**config.mk**
```make
export PLATFORM = sky130hd
export DESIGN_NAME = sorted_table_linear_interpolator_top
export DESIGN_NICKNAME = d
export VERILOG_FILES = /design/src/sv/stli_pkg.sv /design/src/sv/stli_div.sv /design/src/sv/stli_mem.sv /design/src/sv/sorted_table_linear_interpolator_top.sv
export SDC_FILE = /design/constraint.sdc
export NUM_CORES = 2
export LEC_CHECK = 0
export BUFFER_PORTS_ARGS = -buffer_cell sky130_fd_sc_hd__clkbuf_2
export CAP_MARGIN = 20
export CORE_MARGIN = 10
export CORE_UTILIZATION = 50
export DETAILED_ROUTE_END_ITERATION = 12
export GPL_ROUTABILITY_DRIVEN = 0
export HOLD_SLACK_MARGIN = 0.15
export PLACE_DENSITY_LB_ADDON = 0.08
export SETUP_SLACK_MARGIN = 0.5
export SYNTH_ARGS = -nofsm -noshare
export SYNTH_HDL_FRONTEND = slang
export SYNTH_HIERARCHICAL = 1
export SYNTH_SLANG_ARGS = --single-unit
```
**constraint.sdc**
```tcl
create_clock -name clk -period 9.5 [get_ports clk]
set_input_delay 2.375 -clock clk [delete_from_list [all_inputs] [get_ports clk]]
set_output_delay 2.375 -clock clk [all_outputs]
set_load 0.02 [all_outputs]
```
**src/sv/stli_pkg.sv**
```systemverilog
`timescale 1ns / 1ps
// ----------------------------------------------------------------------------
// stli_pkg
// shared action and status codes, the interpolator sequencer states and the divider request and answer types
// ----------------------------------------------------------------------------
package stli_pkg;

  typedef enum logic [1:0] {
    ACT_LOAD  = 2'd0,
    ACT_QUERY = 2'd1,
    ACT_CLEAR = 2'd2,
    ACT_NOP   = 2'd3
  } action_t;

  typedef enum logic [1:0] {
    ST_OK    = 2'd0,
    ST_RANGE = 2'd1,
    ST_FULL  = 2'd2,
    ST_EMPTY = 2'd3
  } status_t;

  typedef enum logic [3:0] {
    S_IDLE,
    S_SCAN,      // walk the table, issuing one entry read
    S_SCAN_WAIT, // memory read latency
    S_SHIFT,     // move entries up by one, top down
    S_SHIFT_WR,
    S_HI_RD,     // fetch upper breakpoint of a query; never entered by the sequencer
    S_HI_WAIT,
    S_MUL,
    S_DIV,
    S_FIN,
    S_OUT
  } state_t;

  // request to the divider
  typedef struct packed {
    logic               start;
    logic signed [32:0] num;
    logic        [16:0] den;
  } div_req_t;

  // answer from the divider
  typedef struct packed {
    logic               done;
    logic signed [32:0] quo;
  } div_rsp_t;

endpackage

```
**src/sv/stli_div.sv**
```systemverilog
`timescale 1ns / 1ps
// ----------------------------------------------------------------------------
// stli_div
// signed restoring divider, one quotient bit per cycle, truncates toward zero
// ----------------------------------------------------------------------------
module stli_div (
  input  logic              clk,
  input  logic              rst,
  input  stli_pkg::div_req_t req,
  output stli_pkg::div_rsp_t rsp
);
  import stli_pkg::*;

  logic [32:0] quo;
  logic [17:0] rem;
  logic [16:0] den;
  logic [5:0]  cnt;
  logic        busy;
  logic        neg;
  logic        done;
  logic [17:0] trial;

  assign trial = {rem[16:0], quo[32]} - {1'b0, den};

  always_ff @(posedge clk) begin
    if (rst) begin
      busy <= 1'b0;
      done <= 1'b0;
    end else begin
      done <= 1'b0;
      if (req.start) begin
        busy <= 1'b1;
        cnt  <= 6'd33;
        neg  <= req.num[32];
        quo  <= req.num[32] ? 33'(-req.num) : req.num;
        den  <= req.den;
        rem  <= '0;
      end else if (busy) begin
        if (!trial[17]) begin
          rem <= trial;
          quo <= {quo[31:0], 1'b1};
        end else begin
          rem <= {rem[16:0], quo[32]};
          quo <= {quo[31:0], 1'b0};
        end
        cnt <= cnt - 6'd1;
        if (cnt == 6'd1) begin
          busy <= 1'b0;
          done <= 1'b1;
        end
      end
    end
  end

  assign rsp = {done, (neg ? 33'(-quo) : quo)};

endmodule

```
**src/sv/stli_mem.sv**
```systemverilog
`timescale 1ns / 1ps
// ----------------------------------------------------------------------------
// stli_mem
// breakpoint store: one write port, one registered read port, x and y paired
// ----------------------------------------------------------------------------
module stli_mem #(
  parameter int AW = 6
) (
  input  logic              clk,
  input  logic              we,
  input  logic [AW-1:0]     waddr,
  input  logic [31:0]       wdata,
  input  logic [AW-1:0]     raddr,
  output logic [31:0]       rdata
);
  logic [31:0] mem [2**AW];

  always_ff @(posedge clk) begin
    if (we) mem[waddr] <= wdata;
    rdata <= mem[raddr];
  end

endmodule

```
**src/sv/sorted_table_linear_interpolator_top.sv**
```systemverilog
`timescale 1ns / 1ps
// ----------------------------------------------------------------------------
// sorted_table_linear_interpolator_top
// piecewise linear interpolation over a sorted breakpoint table
// ----------------------------------------------------------------------------
// The table holds up to TABLE_DEPTH (x, y) points in ascending x in one
// single-port-read memory. Each transaction gives exactly one result. A load
// scans from entry 0, one entry read at a time, to the insert position and,
// for a new x, moves each entry from the top down to the insert slot up one
// place. A query scans to the bracketing pair, then a 33-step serial divider
// forms the slope term. Clear and the unused action code go straight from the
// accept to the output state. s_tready stays low until the result has been
// taken. No clearing pass is needed after reset.
module sorted_table_linear_interpolator_top #(
  parameter int TABLE_DEPTH = 64
) (
  input  logic        clk,
  input  logic        rst,
  input  logic        s_tvalid,
  output logic        s_tready,
  input  logic [39:0] s_tdata,  // action[1:0], x_value[17:2], y_value[33:18]
  output logic        m_tvalid,
  input  logic        m_tready,
  output logic [31:0] m_tdata   // y_result[15:0], status[17:16], point_count[24:18]
);
  import stli_pkg::*;

  localparam int AW = (TABLE_DEPTH > 1) ? $clog2(TABLE_DEPTH) : 1;
  localparam int CW = $clog2(TABLE_DEPTH + 1);

  state_t state, state_next;

  // held transaction
  logic [1:0]         act;
  logic signed [15:0] xin, yin;
  logic [CW-1:0]      count;     // entries held
  logic [CW-1:0]      pos;       // scan / shift index
  logic [CW-1:0]      ins;       // insert slot found by the scan
  logic               at_ins;
  logic signed [15:0] x0, y0;
  logic signed [16:0] dx;        // x1 - x0
  logic signed [32:0] prod;
  logic signed [15:0] yres;
  status_t            stat;

  // memory
  logic          we;
  logic [AW-1:0] waddr, raddr;
  logic [31:0]   wdata, rdata;
  logic signed [15:0] rx, ry;
  assign rx = rdata[15:0];
  assign ry = rdata[31:16];

  stli_mem #(.AW(AW)) u_mem (
    .clk(clk), .we(we), .waddr(waddr), .wdata(wdata),
    .raddr(raddr), .rdata(rdata)
  );

  div_req_t dreq;
  div_rsp_t drsp;
  stli_div u_div (.clk(clk), .rst(rst), .req(dreq), .rsp(drsp));

  assign s_tready = (state == S_IDLE) && !m_tvalid;

  // when shifting reaches the insert slot the new point goes there
  assign at_ins = (pos == ins);

  // next state
  always_comb begin
    state_next = state;
    case (state)
      S_IDLE: if (s_tvalid && s_tready) begin
        if (s_tdata[1:0] == ACT_LOAD || s_tdata[1:0] == ACT_QUERY) begin
          state_next = S_SCAN;
        end else begin
          state_next = S_OUT;
        end
      end
      S_SCAN: state_next = (pos < count) ? S_SCAN_WAIT : S_FIN;
      S_SCAN_WAIT: begin
        if (act == ACT_LOAD) begin
          if (rx < xin) state_next = S_SCAN;
          else state_next = (rx == xin) ? S_FIN : S_SHIFT;
        end else begin
          if (pos == '0 && xin < rx) state_next = S_FIN;
          else if (rx == xin) state_next = S_FIN;
          else if (rx < xin) state_next = S_SCAN;
          else state_next = S_MUL;
        end
      end
      S_SHIFT:    state_next = S_SHIFT_WR;
      S_SHIFT_WR: state_next = (at_ins || count == CW'(TABLE_DEPTH)) ? S_FIN : S_SHIFT;
      S_MUL:      state_next = S_DIV;
      S_DIV:      if (drsp.done) state_next = S_FIN;
      S_FIN:      state_next = S_OUT;
      S_OUT:      state_next = S_IDLE;
      default:    state_next = S_IDLE;
    endcase
  end

  // memory and divider controls
  always_comb begin
    we    = 1'b0;
    waddr = pos[AW-1:0];
    wdata = {yin, xin};
    raddr = pos[AW-1:0];
    dreq.start = (state == S_MUL);
    dreq.num   = prod;
    dreq.den   = dx[16:0];
    case (state)
      // new x above every entry: append at the end
      S_SCAN: if (act == ACT_LOAD && pos >= count && count != CW'(TABLE_DEPTH)) we = 1'b1;
      S_SCAN_WAIT: if (act == ACT_LOAD && rx == xin) we = 1'b1;
      S_SHIFT:     raddr = AW'(pos - CW'(1));
      S_SHIFT_WR: begin
        we = (count != CW'(TABLE_DEPTH));
        if (at_ins) begin
          wdata = {yin, xin};
        end else begin
          wdata = rdata;
        end
      end
      default: ;
    endcase
  end

  always_ff @(posedge clk) begin
    if (rst) begin
      state    <= S_IDLE;
      count    <= '0;
      m_tvalid <= 1'b0;
    end else begin
      state <= state_next;
      if (m_tvalid && m_tready) m_tvalid <= 1'b0;
      case (state)
        S_IDLE: if (s_tvalid && s_tready) begin
          act  <= s_tdata[1:0];
          xin  <= s_tdata[17:2];
          yin  <= s_tdata[33:18];
          pos  <= '0;
          yres <= '0;
          stat <= ST_OK;
          if (s_tdata[1:0] == ACT_CLEAR) count <= '0;
        end
        S_SCAN: if (pos >= count) begin
          if (act == ACT_QUERY) begin
            stat <= (count == '0) ? ST_EMPTY : ST_RANGE;
          end else if (count == CW'(TABLE_DEPTH)) begin
            stat <= ST_FULL;
          end else begin
            // append at the end
            count <= count + CW'(1);
          end
        end
        S_SCAN_WAIT: begin
          if (act == ACT_LOAD) begin
            if (rx < xin) pos <= pos + CW'(1);
            else if (rx != xin) begin
              // insert at pos: shift from top
              if (count == CW'(TABLE_DEPTH)) stat <= ST_FULL;
              else pos <= count;
            end
          end else begin
            if (pos == '0 && xin < rx) stat <= ST_RANGE;
            else if (rx == xin) yres <= ry;
            else if (rx < xin) begin
              x0  <= rx;
              y0  <= ry;
              pos <= pos + CW'(1);
            end else begin
              dx <= 17'(rx) - 17'(x0);
              prod <= (33'(xin) - 33'(x0)) * (33'(ry) - 33'(y0));
            end
          end
        end
        S_SHIFT_WR: if (count != CW'(TABLE_DEPTH)) begin
          if (at_ins) count <= count + CW'(1);
          else pos <= pos - CW'(1);
        end
        S_DIV: if (drsp.done) yres <= 16'(33'(y0) + drsp.quo);
        S_FIN: ;
        S_OUT: m_tvalid <= 1'b1;
        default: ;
      endcase
    end
  end

  // remember where the scan stopped for a load
  always_ff @(posedge clk) begin
    if (state == S_SCAN_WAIT && act == ACT_LOAD && !(rx < xin)) ins <= pos;
  end

  assign m_tdata = {7'd0, 7'(count), stat, yres};

  a_out_after_in: assert property (@(posedge clk) disable iff (rst)
    $rose(m_tvalid) |-> $past(state) == S_OUT) else $error("result without item");
  a_count_range: assert property (@(posedge clk) disable iff (rst)
    count <= CW'(TABLE_DEPTH)) else $error("count overflow");
  a_no_accept_busy: assert property (@(posedge clk) disable iff (rst)
    state != S_IDLE |-> !s_tready) else $error("accept while busy");
endmodule
```
==> impl_metrics.py <==
metrics = {
    "run_status": {
        "status": "finished clean",
    },
    "worst_setup_path": {
        "start_kind": "flip-flop",
        "cpMaxStageDelayCell": "or4_4",
        "crit_top_cell": "fa_1",
        "arrival_ps": 9130,
        "cpLargestDelayFamily": "adder cells",
        "r2r_slack_ps": 920,
        "max_stage_delay_ps": 560,
        "critPathRequiredTime_ps": 10040,
        "crit_fanout": 7,
        "crit_buf_inv": 5,
        "cp-end-kind": "flip-flop",
        "worstSetupPathType": "reg -> reg",
    },
    "place": {
        "place_hpwl_um": 165000,
        "placedInstanceArea_um2": 109000,
        "placed_cells": 8919,
        "io_buffers": 64,
    },
    "synthesis": {
        "syn_area_um2": 105000,
        "syn_inst": 6152,
        "yosys_warnings": 6,
        "avgSynthCellArea_um2": 17.0,
    },
    "routing": {
        "drtPass1Iterations": 5,
        "drc": 0,
        "wl_um": 274000,
        "detail_route.wl_per_cell_um": 29.3,
        "viasPerCell": 6.00,
        "vias": 56200,
        "drt_iter0_markers": 5559,
        "ant_nets": 0,
    },
    "floorplan": {
        "fp.dieH_um": 477,
        "core.rowCount": 167,
        "die_x_um": 477,
        "start_util_pct": 50.4,
        "coreArea_um2": 207000,
        "io_pins": 78,
        "die_area_um2": 228000,
    },
    "grt": {
        "grt_pass1_vias": 57100,
        "gr-total-overflow": 0,
        "grt_pass1_wl_um": 401000,
        "grt_antenna_before_repair": 14,
        "grt_max_degree": 100,
        "grt.total_usage_pct": 23.8,
    },
    "cells_and_area": {
        "syn2layout_area_growth_pct": 11.8,
        "fin_cells": 9371,
        "drive_above_1_share_pct": 18.6,
        "num-fill-cells": 16100,
        "nets": 6915,
        "final_common_cell": "edfxtp_1",
        "layout_common_cells": "edfxtp_1 (2270), inv_1 (452), mux4_2 (446), nand2_1 (300), fa_1 (292)",
        "final_area_um2": 117000,
        "seq_area_um2": 69100,
        "multiInputGateArea_um2": 32900,
    },
    "clocking": {
        "hold_buffers": 0,
        "cts.path.max_buffers": 3,
        "path_clk_slew_ps": 60,
        "cts_buffers": 231,
        "cts_tree": "done",
        "insertion_delay_ps": 900,
        "cts_root_buf": "clkbuf_16",
        "htree_levels": 4,
        "cts_num_sinks": 2316,
    },
    "timing": {
        "period_needed_ps": 8580,
        "hold_violations": 0,
        "drv_slew": 0,
        "relSlewSlack_pct": 25.3,
        "max_freq_mhz": 116,
        "rsz0062_at_grt": "no",
        "hold_slack_ps": 418,
        "finalSetupTns_ps": 0,
        "setup_violations": 0,
        "finalCritPeriodShare_pct": 90.4,
        "clock_skew_ps": 86.8,
        "tightest_slew_ps": 1120,
    },
    "worst_hold_path": {
        "hold_class": "reg -> reg",
    },
    "job": {
        "cap_violations": 0,
    },
}
[metal layers]
metal  GRT usage [%]  vias up  wire, um
met5               0        -        13
met4            6.22        2      7020
met3            3.98      412     19900
met2            39.5     1988    135000
met1            32.9    29700    112000
li1                -    24100         -
[area by class of cell]
| type | instances | area share, % |
|---|---|---|
| Sequential cell | 2316 | 59.1 |
| Multi-Input combinational cell | 3102 | 28.1 |
| Clock buffer | 294 | 5.22 |
| Tap cell | 2788 | 2.99 |
| Timing Repair Buffer | 276 | 1.91 |
| Inverter | 454 | 1.46 |
| Clock inverter | 138 | 1.15 |
| Antenna cell | 3 | 0.00643 |
[registers in the layout (all words and copies together), names as in the netlist, 2 cells and up]
| name | cells |
|---|---|
| prod | 33 |
| dx | 17 |
| u_div/cnt | 6 |
| ins | 7 |
| pos | 7 |
| y0 | 16 |
| yin | 16 |
| u_mem/rdata | 32 |
| u_div/rem | 17 |
| u_div/den | 17 |
| count | 7 |
| yres | 16 |
| stat | 2 |
| x0 | 16 |
| state | 4 |
| xin | 16 |
| u_mem/mem | 2048 |
| act | 2 |
| u_div/quo | 33 |
[through the flow]
| step | worst slack (ps) | utilization, % |
|---|---|---|
| after floorplan | 1280 | - |
| after global placement | 474 | 52.5 |
| after detailed placement | 395 | 52.5 |
| after CTS | 536 | 56.1 |
| after global routing | 504 | 56.3 |
| final | 916 | 56.3 |
[what timing repair did]
action	4_1_cts	5_1_grt
cloned	0	0
setup endpoints to repair	6	9
gates resized for setup	6	22
setup buffers	0	4
pin swaps	0	4
[path summary, 6_finish.rpt]
check / end / depth (start not counted) / start
max: prod[26] / 29 / y0[7]
min: u_div/den[16] / 0 / dx[16]
max reg2reg: prod[26] / 29 / y0[7]
min reg2reg: u_div/den[16] / 0 / dx[16]
Power is not shown: default switching activity piles up to over one toggle a cycle in this logic, so the estimate is an artifact.
